==> src/rtl/lbc_pkg.sv <==
// ----------------------------------------------------------------------------
// lbc_pkg: shared types and constants for the LRU block buffer cache
// Field widths, operation and status codes, controller states and the
// command/status bundles between the controller and the datapath.
// ----------------------------------------------------------------------------
package lbc_pkg;

	localparam int SLOT_COUNT_DEF = 32;

	localparam int FUNC_W = 2;
	localparam int DEV_W  = 8;
	localparam int BLK_W  = 32;
	localparam int SLOT_W = 5;
	localparam int CNT_W  = 8;
	localparam int STAT_W = 2;

	localparam int IN_TDATA_W  = 48;
	localparam int OUT_TDATA_W = 16;

	localparam logic [CNT_W-1:0] CNT_MAX = '1;

	typedef enum logic [FUNC_W-1:0] {
		FUNC_ACQUIRE = 2'd0,
		FUNC_RELEASE = 2'd1,
		FUNC_PIN     = 2'd2,
		FUNC_UNPIN   = 2'd3
	} func_t;

	typedef enum logic [STAT_W-1:0] {
		STAT_OK        = 2'd0,
		STAT_NO_FREE   = 2'd1,
		STAT_UNDERFLOW = 2'd2,
		STAT_OVERFLOW  = 2'd3
	} status_t;

	typedef enum logic [6:0] {
		ST_IDLE       = 7'b0000001,
		ST_DISPATCH   = 7'b0000010,
		ST_ACQ_SCAN   = 7'b0000100,
		ST_ACQ_COMMIT = 7'b0001000,
		ST_OP_COMMIT  = 7'b0010000,
		ST_SWEEP      = 7'b0100000,
		ST_DONE       = 7'b1000000
	} state_t;

	// controller -> datapath
	typedef struct packed {
		logic load_req;
		logic scan_clr;
		logic scan_rd;
		logic slot_rd;
		logic track;
		logic sweep_en;
		logic acq_commit;
		logic op_commit;
		logic echo;
		logic out_load;
	} lbc_cmd_t;

	// datapath -> controller
	typedef struct packed {
		logic is_acq;
		logic in_range;
		logic scan_end;
		logic rd_vld;
		logic sweep_need;
		logic out_free;
	} lbc_sts_t;

endpackage

==> src/rtl/lbc_ctrl.sv <==
// ----------------------------------------------------------------------------
// lbc_ctrl: sequencing state machine
// Takes one request word at a time, steps the datapath through the slot
// table scans and commits, and hands the result to the output register.
// ----------------------------------------------------------------------------
module lbc_ctrl (
	input  logic              clk,
	input  logic              arst_n,
	input  logic              in_valid,
	output logic              in_ready,
	input  lbc_pkg::lbc_sts_t sts,
	output lbc_pkg::lbc_cmd_t cmd
);

	lbc_pkg::state_t state_q, state_d;

	always_ff @(posedge clk or negedge arst_n) begin
		if (!arst_n) begin
			state_q <= lbc_pkg::ST_IDLE;
		end else begin
			state_q <= state_d;
		end
	end

	assign in_ready = (state_q == lbc_pkg::ST_IDLE);

	always_comb begin
		state_d = state_q;
		cmd     = '0;
		unique case (state_q)
			lbc_pkg::ST_IDLE: begin
				if (in_valid) begin
					cmd.load_req = 1'b1;
					state_d      = lbc_pkg::ST_DISPATCH;
				end
			end
			lbc_pkg::ST_DISPATCH: begin
				if (sts.is_acq) begin
					cmd.scan_clr = 1'b1;
					state_d      = lbc_pkg::ST_ACQ_SCAN;
				end else if (!sts.in_range) begin
					cmd.echo = 1'b1;
					state_d  = lbc_pkg::ST_DONE;
				end else begin
					cmd.slot_rd = 1'b1;
					state_d     = lbc_pkg::ST_OP_COMMIT;
				end
			end
			lbc_pkg::ST_ACQ_SCAN: begin
				cmd.track = 1'b1;
				if (!sts.scan_end) begin
					cmd.scan_rd = 1'b1;
				end else if (!sts.rd_vld) begin
					state_d = lbc_pkg::ST_ACQ_COMMIT;
				end
			end
			lbc_pkg::ST_ACQ_COMMIT: begin
				cmd.acq_commit = 1'b1;
				state_d        = lbc_pkg::ST_DONE;
			end
			lbc_pkg::ST_OP_COMMIT: begin
				cmd.op_commit = 1'b1;
				// release that drops the count to zero: re-rank every slot
				if (sts.sweep_need) begin
					cmd.scan_clr = 1'b1;
					state_d      = lbc_pkg::ST_SWEEP;
				end else begin
					state_d = lbc_pkg::ST_DONE;
				end
			end
			lbc_pkg::ST_SWEEP: begin
				cmd.sweep_en = 1'b1;
				if (!sts.scan_end) begin
					cmd.scan_rd = 1'b1;
				end else if (!sts.rd_vld) begin
					state_d = lbc_pkg::ST_DONE;
				end
			end
			lbc_pkg::ST_DONE: begin
				if (sts.out_free) begin
					cmd.out_load = 1'b1;
					state_d      = lbc_pkg::ST_IDLE;
				end
			end
			default: begin
				state_d = lbc_pkg::ST_IDLE;
			end
		endcase
	end

	a_out_load_free: assert property (@(posedge clk) disable iff (!arst_n)
		cmd.out_load |-> sts.out_free)
		else $error("result loaded over an untaken word");

	a_commit_after_drain: assert property (@(posedge clk) disable iff (!arst_n)
		(state_q == lbc_pkg::ST_ACQ_COMMIT) |-> $past(sts.scan_end) && !$past(sts.rd_vld))
		else $error("acquire committed before scan drained");

	a_accept_only_idle: assert property (@(posedge clk) disable iff (!arst_n)
		cmd.load_req |=> (state_q == lbc_pkg::ST_DISPATCH))
		else $error("accepted word not dispatched");

endmodule

==> src/rtl/lbc_dpath.sv <==
// ----------------------------------------------------------------------------
// lbc_dpath: slot table, scan trackers and result registers
// Holds the slot table memory with a per-slot written flag, one registered
// read port and one write port, the hit and free-slot trackers for acquire,
// the re-rank sweep for release, and the output register.
// ----------------------------------------------------------------------------
module lbc_dpath #(
	parameter int SLOT_COUNT = lbc_pkg::SLOT_COUNT_DEF
) (
	input  logic                             clk,
	input  logic                             arst_n,
	input  lbc_pkg::lbc_cmd_t                cmd,
	output lbc_pkg::lbc_sts_t                sts,
	input  logic [lbc_pkg::FUNC_W-1:0]       in_func,
	input  logic [lbc_pkg::DEV_W-1:0]        in_device_id,
	input  logic [lbc_pkg::BLK_W-1:0]        in_block_number,
	input  logic [lbc_pkg::SLOT_W-1:0]       in_slot_index,
	input  logic                             out_ready,
	output logic                             out_valid,
	output logic [lbc_pkg::SLOT_W-1:0]       out_slot,
	output logic                             out_hit,
	output logic                             out_need_read,
	output logic [lbc_pkg::STAT_W-1:0]       out_status
);

	localparam int IW = $clog2(SLOT_COUNT);
	localparam int CW = $clog2(SLOT_COUNT + 1);
	localparam logic [IW-1:0] RANK_TOP = IW'(SLOT_COUNT - 1);

	// request
	logic [lbc_pkg::FUNC_W-1:0] func_q;
	logic [lbc_pkg::DEV_W-1:0]  dev_q;
	logic [lbc_pkg::BLK_W-1:0]  blk_q;
	logic [lbc_pkg::SLOT_W-1:0] slot_q;
	logic [IW-1:0]              slot_idx;

	// slot table
	logic [lbc_pkg::DEV_W-1:0] mem_dev  [SLOT_COUNT];
	logic [lbc_pkg::BLK_W-1:0] mem_blk  [SLOT_COUNT];
	logic                      mem_val  [SLOT_COUNT];
	logic [lbc_pkg::CNT_W-1:0] mem_cnt  [SLOT_COUNT];
	logic [IW-1:0]             mem_rank [SLOT_COUNT];
	logic [SLOT_COUNT-1:0]     init_q;

	logic                      rd_en;
	logic [IW-1:0]             rd_addr;
	logic                      rd_vld_s1;
	logic                      rd_init_s1;
	logic [IW-1:0]             rd_idx_s1;
	logic [lbc_pkg::DEV_W-1:0] rd_dev_s1;
	logic [lbc_pkg::BLK_W-1:0] rd_blk_s1;
	logic                      rd_val_s1;
	logic [lbc_pkg::CNT_W-1:0] rd_cnt_s1;
	logic [IW-1:0]             rd_rank_s1;

	logic [lbc_pkg::DEV_W-1:0] e_dev;
	logic [lbc_pkg::BLK_W-1:0] e_blk;
	logic                      e_val;
	logic [lbc_pkg::CNT_W-1:0] e_cnt;
	logic [IW-1:0]             e_rank;

	logic                      wr_en;
	logic [IW-1:0]             wr_addr;
	logic [lbc_pkg::DEV_W-1:0] wr_dev;
	logic [lbc_pkg::BLK_W-1:0] wr_blk;
	logic                      wr_val;
	logic [lbc_pkg::CNT_W-1:0] wr_cnt;
	logic [IW-1:0]             wr_rank;

	logic [CW-1:0] scan_q;

	// trackers
	logic                      hit_fnd_q;
	logic [IW-1:0]             hit_idx_q;
	logic [IW-1:0]             hit_rank_q;
	logic [lbc_pkg::CNT_W-1:0] hit_cnt_q;
	logic                      hit_val_q;
	logic                      free_fnd_q;
	logic [IW-1:0]             free_idx_q;
	logic [IW-1:0]             free_rank_q;
	logic [IW-1:0]             sweep_rank_q;

	logic tag_match;
	logic hit_ovf;
	logic op_is_pin;
	logic op_err;
	logic [lbc_pkg::CNT_W-1:0] op_cnt_nxt;

	// result and output registers
	logic [lbc_pkg::SLOT_W-1:0] res_slot_q;
	logic                       res_hit_q;
	logic                       res_need_q;
	logic [lbc_pkg::STAT_W-1:0] res_status_q;
	logic                       out_vld_q;
	logic [lbc_pkg::SLOT_W-1:0] out_slot_q;
	logic                       out_hit_q;
	logic                       out_need_q;
	logic [lbc_pkg::STAT_W-1:0] out_status_q;

	always_ff @(posedge clk) begin
		if (cmd.load_req) begin
			func_q <= in_func;
			dev_q  <= in_device_id;
			blk_q  <= in_block_number;
			slot_q <= in_slot_index;
		end
	end

	assign slot_idx = IW'(slot_q);

	// scan counter
	always_ff @(posedge clk or negedge arst_n) begin
		if (!arst_n) begin
			scan_q <= '0;
		end else if (cmd.scan_clr) begin
			scan_q <= '0;
		end else if (cmd.scan_rd) begin
			scan_q <= scan_q + CW'(1);
		end
	end

	assign rd_en   = cmd.scan_rd | cmd.slot_rd;
	assign rd_addr = cmd.slot_rd ? slot_idx : scan_q[IW-1:0];

	always_ff @(posedge clk or negedge arst_n) begin
		if (!arst_n) begin
			rd_vld_s1 <= 1'b0;
		end else begin
			rd_vld_s1 <= rd_en;
		end
	end

	always_ff @(posedge clk) begin
		if (rd_en) begin
			rd_init_s1 <= init_q[rd_addr];
			rd_idx_s1  <= rd_addr;
			rd_dev_s1  <= mem_dev[rd_addr];
			rd_blk_s1  <= mem_blk[rd_addr];
			rd_val_s1  <= mem_val[rd_addr];
			rd_cnt_s1  <= mem_cnt[rd_addr];
			rd_rank_s1 <= mem_rank[rd_addr];
		end
	end

	// unwritten slots read as their reset contents
	assign e_dev  = rd_init_s1 ? rd_dev_s1 : '0;
	assign e_blk  = rd_init_s1 ? rd_blk_s1 : '0;
	assign e_val  = rd_init_s1 ? rd_val_s1 : 1'b0;
	assign e_cnt  = rd_init_s1 ? rd_cnt_s1 : '0;
	assign e_rank = rd_init_s1 ? rd_rank_s1 : (RANK_TOP - rd_idx_s1);

	always_ff @(posedge clk) begin
		if (wr_en) begin
			mem_dev[wr_addr]  <= wr_dev;
			mem_blk[wr_addr]  <= wr_blk;
			mem_val[wr_addr]  <= wr_val;
			mem_cnt[wr_addr]  <= wr_cnt;
			mem_rank[wr_addr] <= wr_rank;
		end
	end

	always_ff @(posedge clk or negedge arst_n) begin
		if (!arst_n) begin
			init_q <= '0;
		end else if (wr_en) begin
			init_q[wr_addr] <= 1'b1;
		end
	end

	assign tag_match = (e_dev == dev_q) && (e_blk == blk_q);

	// hit: lowest rank among matches; free: highest rank among zero counts
	always_ff @(posedge clk or negedge arst_n) begin
		if (!arst_n) begin
			hit_fnd_q  <= 1'b0;
			free_fnd_q <= 1'b0;
		end else if (cmd.scan_clr) begin
			hit_fnd_q  <= 1'b0;
			free_fnd_q <= 1'b0;
		end else if (cmd.track && rd_vld_s1) begin
			if (tag_match && (!hit_fnd_q || e_rank < hit_rank_q)) begin
				hit_fnd_q <= 1'b1;
			end
			if ((e_cnt == '0) && (!free_fnd_q || e_rank > free_rank_q)) begin
				free_fnd_q <= 1'b1;
			end
		end
	end

	always_ff @(posedge clk) begin
		if (cmd.track && rd_vld_s1) begin
			if (tag_match && (!hit_fnd_q || e_rank < hit_rank_q)) begin
				hit_idx_q  <= rd_idx_s1;
				hit_rank_q <= e_rank;
				hit_cnt_q  <= e_cnt;
				hit_val_q  <= e_val;
			end
			if ((e_cnt == '0) && (!free_fnd_q || e_rank > free_rank_q)) begin
				free_idx_q  <= rd_idx_s1;
				free_rank_q <= e_rank;
			end
		end
		if (cmd.op_commit) begin
			sweep_rank_q <= e_rank;
		end
	end

	assign hit_ovf    = (hit_cnt_q == lbc_pkg::CNT_MAX);
	assign op_is_pin  = (func_q == lbc_pkg::FUNC_PIN);
	assign op_err     = op_is_pin ? (e_cnt == lbc_pkg::CNT_MAX) : (e_cnt == '0);
	assign op_cnt_nxt = op_is_pin ? (e_cnt + lbc_pkg::CNT_W'(1))
		: (e_cnt - lbc_pkg::CNT_W'(1));

	// single write port
	always_comb begin
		wr_en   = 1'b0;
		wr_addr = hit_idx_q;
		wr_dev  = dev_q;
		wr_blk  = blk_q;
		wr_val  = 1'b1;
		wr_cnt  = hit_cnt_q + lbc_pkg::CNT_W'(1);
		wr_rank = hit_rank_q;
		if (cmd.acq_commit) begin
			if (hit_fnd_q) begin
				wr_en = !hit_ovf;
			end else if (free_fnd_q) begin
				wr_en   = 1'b1;
				wr_addr = free_idx_q;
				wr_cnt  = lbc_pkg::CNT_W'(1);
				wr_rank = free_rank_q;
			end
		end else if (cmd.op_commit) begin
			wr_en   = !op_err && !sts.sweep_need;
			wr_addr = slot_idx;
			wr_dev  = e_dev;
			wr_blk  = e_blk;
			wr_val  = e_val;
			wr_cnt  = op_cnt_nxt;
			wr_rank = e_rank;
		end else if (cmd.sweep_en) begin
			wr_en   = rd_vld_s1;
			wr_addr = rd_idx_s1;
			wr_dev  = e_dev;
			wr_blk  = e_blk;
			wr_val  = e_val;
			if (rd_idx_s1 == slot_idx) begin
				wr_cnt  = e_cnt - lbc_pkg::CNT_W'(1);
				wr_rank = '0;
			end else begin
				wr_cnt  = e_cnt;
				wr_rank = (e_rank < sweep_rank_q) ? (e_rank + IW'(1)) : e_rank;
			end
		end
	end

	always_ff @(posedge clk) begin
		if (cmd.acq_commit) begin
			if (hit_fnd_q) begin
				res_slot_q   <= lbc_pkg::SLOT_W'(hit_idx_q);
				res_hit_q    <= 1'b1;
				res_need_q   <= !hit_ovf && !hit_val_q;
				res_status_q <= hit_ovf ? lbc_pkg::STAT_OVERFLOW : lbc_pkg::STAT_OK;
			end else if (free_fnd_q) begin
				res_slot_q   <= lbc_pkg::SLOT_W'(free_idx_q);
				res_hit_q    <= 1'b0;
				res_need_q   <= 1'b1;
				res_status_q <= lbc_pkg::STAT_OK;
			end else begin
				res_slot_q   <= '0;
				res_hit_q    <= 1'b0;
				res_need_q   <= 1'b0;
				res_status_q <= lbc_pkg::STAT_NO_FREE;
			end
		end else if (cmd.op_commit) begin
			res_slot_q <= slot_q;
			res_hit_q  <= 1'b0;
			res_need_q <= 1'b0;
			if (!op_err) begin
				res_status_q <= lbc_pkg::STAT_OK;
			end else if (op_is_pin) begin
				res_status_q <= lbc_pkg::STAT_OVERFLOW;
			end else begin
				res_status_q <= lbc_pkg::STAT_UNDERFLOW;
			end
		end else if (cmd.echo) begin
			res_slot_q   <= slot_q;
			res_hit_q    <= 1'b0;
			res_need_q   <= 1'b0;
			res_status_q <= lbc_pkg::STAT_OK;
		end
	end

	// output register: hold until taken
	always_ff @(posedge clk or negedge arst_n) begin
		if (!arst_n) begin
			out_vld_q <= 1'b0;
		end else if (cmd.out_load) begin
			out_vld_q <= 1'b1;
		end else if (out_ready) begin
			out_vld_q <= 1'b0;
		end
	end

	always_ff @(posedge clk) begin
		if (cmd.out_load) begin
			out_slot_q   <= res_slot_q;
			out_hit_q    <= res_hit_q;
			out_need_q   <= res_need_q;
			out_status_q <= res_status_q;
		end
	end

	assign out_valid     = out_vld_q;
	assign out_slot      = out_slot_q;
	assign out_hit       = out_hit_q;
	assign out_need_read = out_need_q;
	assign out_status    = out_status_q;

	assign sts.is_acq     = (func_q == lbc_pkg::FUNC_ACQUIRE);
	assign sts.in_range   = ({27'd0, slot_q} < 32'(SLOT_COUNT));
	assign sts.scan_end   = (scan_q == CW'(SLOT_COUNT));
	assign sts.rd_vld     = rd_vld_s1;
	assign sts.sweep_need = (func_q == lbc_pkg::FUNC_RELEASE) && (e_cnt == lbc_pkg::CNT_W'(1));
	assign sts.out_free   = !out_vld_q || out_ready;

	a_no_rw_collide: assert property (@(posedge clk) disable iff (!arst_n)
		(wr_en && rd_en) |-> (wr_addr != rd_addr))
		else $error("read and write to the same slot in one cycle");

	a_scan_bound: assert property (@(posedge clk) disable iff (!arst_n)
		cmd.scan_rd |-> ({{(32-CW){1'b0}}, scan_q} < 32'(SLOT_COUNT)))
		else $error("scan read past the last slot");

	a_acq_drained: assert property (@(posedge clk) disable iff (!arst_n)
		cmd.acq_commit |-> !rd_vld_s1)
		else $error("acquire commit with a read still in flight");

endmodule

==> src/rtl/lru_block_buffer_cache_unit.sv <==
// ----------------------------------------------------------------------------
// lru_block_buffer_cache_unit: LRU block buffer cache with reference counts
// Acquire, release, pin and unpin on a table of buffer slots.
//
//  channel   dir  handshake                    payload
//  s_axis    in   s_axis_tvalid/s_axis_tready  func, device_id, block_number,
//                                              slot_index
//  m_axis    out  m_axis_tvalid/m_axis_tready  slot_out, hit, need_read, status
//
// Acquire scans the whole table from accept to result: one read a cycle
// through the slot table's single read port, then one commit.
// Release to a zero count re-ranks every slot.
// Other requests touch only their own slot, or none for an index past the table.
// One request is in progress at a time.
// Reset leaves the table at its reset contents at once (per-slot written flags).
// A result holds in the output register until taken; the next word is accepted
// meanwhile, and its result waits for the register to empty.
// ----------------------------------------------------------------------------
module lru_block_buffer_cache_unit #(
	parameter int SLOT_COUNT = lbc_pkg::SLOT_COUNT_DEF
) (
	input  logic                                clk,
	input  logic                                arst_n,
	input  logic                                s_axis_tvalid,
	output logic                                s_axis_tready,
	// [1:0] func, [9:2] device_id, [41:10] block_number, [46:42] slot_index
	input  logic [lbc_pkg::IN_TDATA_W-1:0]      s_axis_tdata,
	output logic                                m_axis_tvalid,
	input  logic                                m_axis_tready,
	// [4:0] slot_out, [5] hit, [6] need_read, [8:7] status
	output logic [lbc_pkg::OUT_TDATA_W-1:0]     m_axis_tdata
);

	lbc_pkg::lbc_cmd_t cmd;
	lbc_pkg::lbc_sts_t sts;

	logic [lbc_pkg::SLOT_W-1:0] out_slot;
	logic                       out_hit;
	logic                       out_need_read;
	logic [lbc_pkg::STAT_W-1:0] out_status;

	lbc_ctrl u_ctrl (
		.clk      (clk),
		.arst_n   (arst_n),
		.in_valid (s_axis_tvalid),
		.in_ready (s_axis_tready),
		.sts      (sts),
		.cmd      (cmd)
	);

	lbc_dpath #(
		.SLOT_COUNT (SLOT_COUNT)
	) u_dpath (
		.clk             (clk),
		.arst_n          (arst_n),
		.cmd             (cmd),
		.sts             (sts),
		.in_func         (s_axis_tdata[1:0]),
		.in_device_id    (s_axis_tdata[9:2]),
		.in_block_number (s_axis_tdata[41:10]),
		.in_slot_index   (s_axis_tdata[46:42]),
		.out_ready       (m_axis_tready),
		.out_valid       (m_axis_tvalid),
		.out_slot        (out_slot),
		.out_hit         (out_hit),
		.out_need_read   (out_need_read),
		.out_status      (out_status)
	);

	assign m_axis_tdata = {7'd0, out_status, out_need_read, out_hit, out_slot};

endmodule

==> config.mk <==
export PLATFORM = sky130hd
export DESIGN_NAME = lru_block_buffer_cache_unit
export DESIGN_NICKNAME = d
export VERILOG_FILES = /design/src/rtl/lbc_pkg.sv /design/src/rtl/lbc_ctrl.sv /design/src/rtl/lbc_dpath.sv /design/src/rtl/lru_block_buffer_cache_unit.sv
export SDC_FILE = /design/constraint.sdc
export NUM_CORES = 2
export LEC_CHECK = 0
export BUFFER_PORTS_ARGS = -buffer_cell sky130_fd_sc_hd__buf_2
export CORE_MARGIN = 3
export CORE_UTILIZATION = 40
export DETAILED_ROUTE_END_ITERATION = 12
export MAX_ROUTING_LAYER = met4
export PLACE_DENSITY = 0.51
export SLEW_MARGIN = 10
export SYNTH_ARGS = -nofsm -noshare
export SYNTH_HDL_FRONTEND = slang
export SYNTH_SLANG_ARGS = --single-unit
==> constraint.sdc <==
create_clock -name clk -period 6.6 [get_ports clk]
set_clock_uncertainty 0.1 [all_clocks]
set_input_delay 0 -clock clk [delete_from_list [all_inputs] [get_ports clk]]
set_output_delay 0 -clock clk [all_outputs]
set_load 0.01 [all_outputs]
==> results.md <==
- The flow ran to the end, and the final reports show no timing, DRC or antenna violations.
- Net switching is between 30 and 40% of the power.
- The most instantiated flip-flop cell in the synthesis netlist is sky130_fd_sc_hd__edfxtp_1.
- The startpoint kind of the worst setup timing path is a flop.
- Counting the buffers created by CTS gives approximately 200.
- Among all cell types in the netlist, the one instantiated most often is sky130_fd_sc_hd__edfxtp_1.
- The number of top-level pins is 70.
- The final worst-path cycle share is 79.8%.
- Data arrives at the worst endpoint at 5.67 ns.
- The worst setup path is captured at a flop.
- From synthesis to final layout, the design area changed by 14.4%.
- Buffers placed on the I/O ports in this run total 61.
- Measured against its own limit, the worst slew margin works out to 16.2%.
- The worst voltage drop across the vdd grid is between 0.3 and 0.4 mV.
- For the worst-skew pair, the clock arrives at the later sink with an insertion delay of 0.86 ns.
- In this run, the clock network consumes 31.5% of the power.
- The transition time at the pin with the least slew margin is 1.26 ns.
- The number of buffers inserted by hold repair at cts is 101.
- The reported max-cap violation count is 0.
- Dividing the detail-routed via count by the number of cells gives 5.75.
- Derived from the worst setup path, the maximum achievable clock frequency is 190 MHz.
- Together, buffers and inverters on the worst path number 1.
- The total die area is ~0.20 mm^2.
- TritonCTS built the clock tree.
- Counting flops with a built-in enable in the synthesized netlist gives 1887.
- Power spread over the standard cell area amounts to 387 mW/mm^2.
- The total grt overflow is 0.
- The first TritonRoute pass finished after 6 iterations.
- The final number of hold-violating endpoints came to 0.
- The switching power is 0.0113 W.
- Traced cell by cell, the critical path runs through or4_1 -> nor3_4 -> nand2_1 -> o21ai_1 -> nand4_1 -> nor2_4 -> buf_12.
- Global routing consumed, over all layers together, between 20% and 30% of the routing resources.
- The leakage power of the design is between 20 and 30 nW.
- Cell internal power was estimated by the tool at around 0.023 W.
- The sequential share of the synthesized area is roughly three quarters.
- The number of DRC markers after the initial detailed-route iteration is 5283.
- Entering global routing, the biggest net connects between 200 and 250 pins.
- The share of synthesized area in the top cell type comes to approximately 73%.
- The routed length per placed instance is between 20 and 30 um.
- By area the synthesized netlist is led by sky130_fd_sc_hd__edfxtp_1, sky130_fd_sc_hd__nand2_1, sky130_fd_sc_hd__nand3_1.
- The commonest cells after synthesis are sky130_fd_sc_hd__edfxtp_1, sky130_fd_sc_hd__nand2_1, sky130_fd_sc_hd__nand3_1.
- In this run the vertical extent of the chip is 448 um.
- Post-CTS repair changed the size of 0 cells.
- Once detailed placement completed, the half-perimeter wirelength came to 120 mm.
- The minimum hold slack is 0.204 ns.
- The share of total power dissipated in combinational logic is 25.2%.
- For this run, design rule violations remaining after detail routing come to 0.
- The average instance area after synthesis is between 10 and 15 um^2.
- The summed area of non-filler cells in the final layout is 0.0893 mm^2.
- The worst hold path belongs to the class in2reg.
- The maximum single-stage delay on the critical path is 1.16 ns.
- The number of setup buffers added after CTS is 0.
- The post-synthesis cell type with the largest combined area is sky130_fd_sc_hd__edfxtp_1.
- The maximum root-to-sink buffer count is 3.
- The initial standard-cell utilization of the core is 40.4%.
- The post-route netlist has between 10% and 20% of its cells at a drive strength greater than 1.
- The floorplan step defined a core boundary enclosing slightly below 0.2 mm^2.
- Along the worst path, the maximum fanout reaches 19.
- The layout net count is 5922.
- Clock-pin slew was measured on the worst setup and hold paths at 0.06 ns.
- In this run the number of H-tree levels came out at 4.
- The number of global-route vias before repair came to 46200.
- The post-synthesis cell type count is 81.
- After detailed routing, the total wire length is ~240 mm.
- The area of placed instances is 0.0819 mm^2.
- Counting flops with an async set or reset pin after synthesis yields a share of 2.53%.
- The remaining antenna violation count after routing is 0.
- The critical path's slowest cell is sky130_fd_sc_hd__nor2_4.
- The final weighted congestion in routability-driven placement is ~0.83.
- After synthesis the cells add up to 0.0780 mm^2.
- The cell sitting at the root of the clock tree is a sky130_fd_sc_hd__clkbuf_16.
- The initialized floorplan defines between 150 and 200 standard-cell rows.
- The Yosys warning count is 0.
- The category of the most critical setup path is reg2reg.
- The post-route minimum period is approximately 5.3 ns.
- CTS saw 1936 sinks.
- Of the total power, registers draw between 40% and 50%.
- The number of antenna violations at the first check in global routing is 7.
- After routing, the total negative slack on setup checks comes to 0 ns.
- Setup violations remaining at the end of the flow were counted as 0.
- The die outline width is 448 um.
- Setup repair after global routing left no endpoint under its margin.
- The first global-routing pass estimated between 300 and 400 mm of wire.
- STA puts the critical path data required time at 7.00 ns.
- The largest delay contributor family on the critical path is simple AND/OR/NAND/NOR gates.
- Synthesis produced 5710 cells.
- The number of max-slew violations in the final report is 0.
- In this run the register-to-register setup slack is 1.33 ns.
- For this block, the via count after detailed routing is between 40000 and 50000.
- In this run, synthesis produced a sequential element count of roughly 1900.
sequential cells by signal (all words and copies together) (netlist names), 6 cells and up:
name / count
u_dpath.hit_cnt_q: 8
u_dpath.mem_dev: 256
u_dpath.mem_blk: 1024
u_dpath.rd_dev_s1: 8
u_ctrl.state_q: 7
u_dpath.mem_cnt: 256
u_dpath.rd_blk_s1: 32
u_dpath.mem_val: 32
u_dpath.dev_q: 8
u_dpath.rd_cnt_s1: 8
u_dpath.mem_rank: 160
u_dpath.scan_q: 6
u_dpath.init_q: 32
u_dpath.blk_q: 32
cell families after synthesis:
| group | Yosys count | synth area share [%] |
|---|---|---|
| xor+xnor | 38 | 0.427 |
| buf+inv | 430 | 2.49 |
| simple gates | 2214 | 12.3 |
| compound gates | 947 | 8.68 |
| mux | 123 | 1.58 |
| fa+ha+maj | 21 | 0.337 |
| flops | 1936 | 74.2 |
| other cells | 1 | 0.00481 |
worst min-delay path: stages:
cell                            delay (ns)
sky130_fd_sc_hd__dlygate4sd3_1        0.52
sky130_fd_sc_hd__buf_2                0.13
sky130_fd_sc_hd__o221ai_1             0.30
sky130_fd_sc_hd__nor2_1               0.16
metal layers:
metal / GRT usage (%) / wire length [um]
met1: 34.0 / 105000
met2: 36.8 / 111000
met3: 3.29 / 15800
met4: 6.09 / 5460
met5: - / 0
final timing paths:
check / end / cells past startpoint / startpoint
max: u_dpath.mem_blk[9][3]$_DFFE_PP_ / 7 / u_ctrl.state_q[1]$_DFFE_PN0P_
min: u_ctrl.state_q[3]$_DFFE_PN0P_ / 4 / s_axis_tvalid
max reg2reg: u_dpath.mem_blk[9][3]$_DFFE_PP_ / 7 / u_ctrl.state_q[1]$_DFFE_PN0P_
max in group asynchronous: u_dpath.init_q[22]$_DFFE_PN0N_ / 4 / arst_n
min reg2reg: u_dpath.out_slot[0]$_DFFE_PP_ / 0 / u_dpath.res_slot_q[0]$_DFFE_PP_
min in group asynchronous: u_ctrl.state_q[5]$_DFFE_PN0P_ / 4 / arst_n
placed cells by master (no fill, tap or decap), types with 38 or more instances in the layout:
master	n
sky130_fd_sc_hd__a2111oi_2	55
sky130_fd_sc_hd__a211oi_1	113
sky130_fd_sc_hd__a21oi_1	130
sky130_fd_sc_hd__a31oi_1	280
sky130_fd_sc_hd__a32oi_1	111
sky130_fd_sc_hd__and3_1	115
sky130_fd_sc_hd__buf_2	61
sky130_fd_sc_hd__buf_4	117
sky130_fd_sc_hd__clkbuf_1	62
sky130_fd_sc_hd__clkbuf_16	202
sky130_fd_sc_hd__clkinv_1	56
sky130_fd_sc_hd__dfrtp_1	48
sky130_fd_sc_hd__dlygate4sd3_1	101
sky130_fd_sc_hd__edfxtp_1	1887
sky130_fd_sc_hd__inv_1	39
sky130_fd_sc_hd__mux2i_1	121
sky130_fd_sc_hd__nand2_1	1455
sky130_fd_sc_hd__nand3_1	422
sky130_fd_sc_hd__nor2_1	58
sky130_fd_sc_hd__o21ai_0	38
sky130_fd_sc_hd__o22ai_1	66
power groups by stage:
stage	logic, W	clock network [W]	registers, W
after floorplan	0.00591	0	0.0151
after global placement	0.00855	0	0.0152
after detailed placement	0.00860	0	0.0152
after CTS	0.00869	0.0111	0.0150
after global routing	0.00951	0.0116	0.0150
final	0.00869	0.0109	0.0150
layout make-up:
class                      count  area [um^2]
inverter                      45          201
multi-input combinational   3350        18800
sequential                  1936        57900
tap                         2526         3160
timing repair buffer         314         2900
antenna                        4         10.0
clock buffer                 265         5300
clock inverter               108          976
fill                       17000       104000
metrics by stage:
step / instances / power [W] / setup slack, ns / utilization (%)
global route: 8546 / 0.0360 / 1.10 / 46.2
floorplan: 5716 / 0.0210 / 0.931 / -
detailed placement: 8070 / 0.0238 / 1.40 / 42.4
CTS: 8544 / 0.0347 / 1.36 / 46.2
finish: 8548 / 0.0345 / 1.33 / 46.2
global placement: 8070 / 0.0238 / 1.49 / 42.4
(Power assumes the default switching activity.)
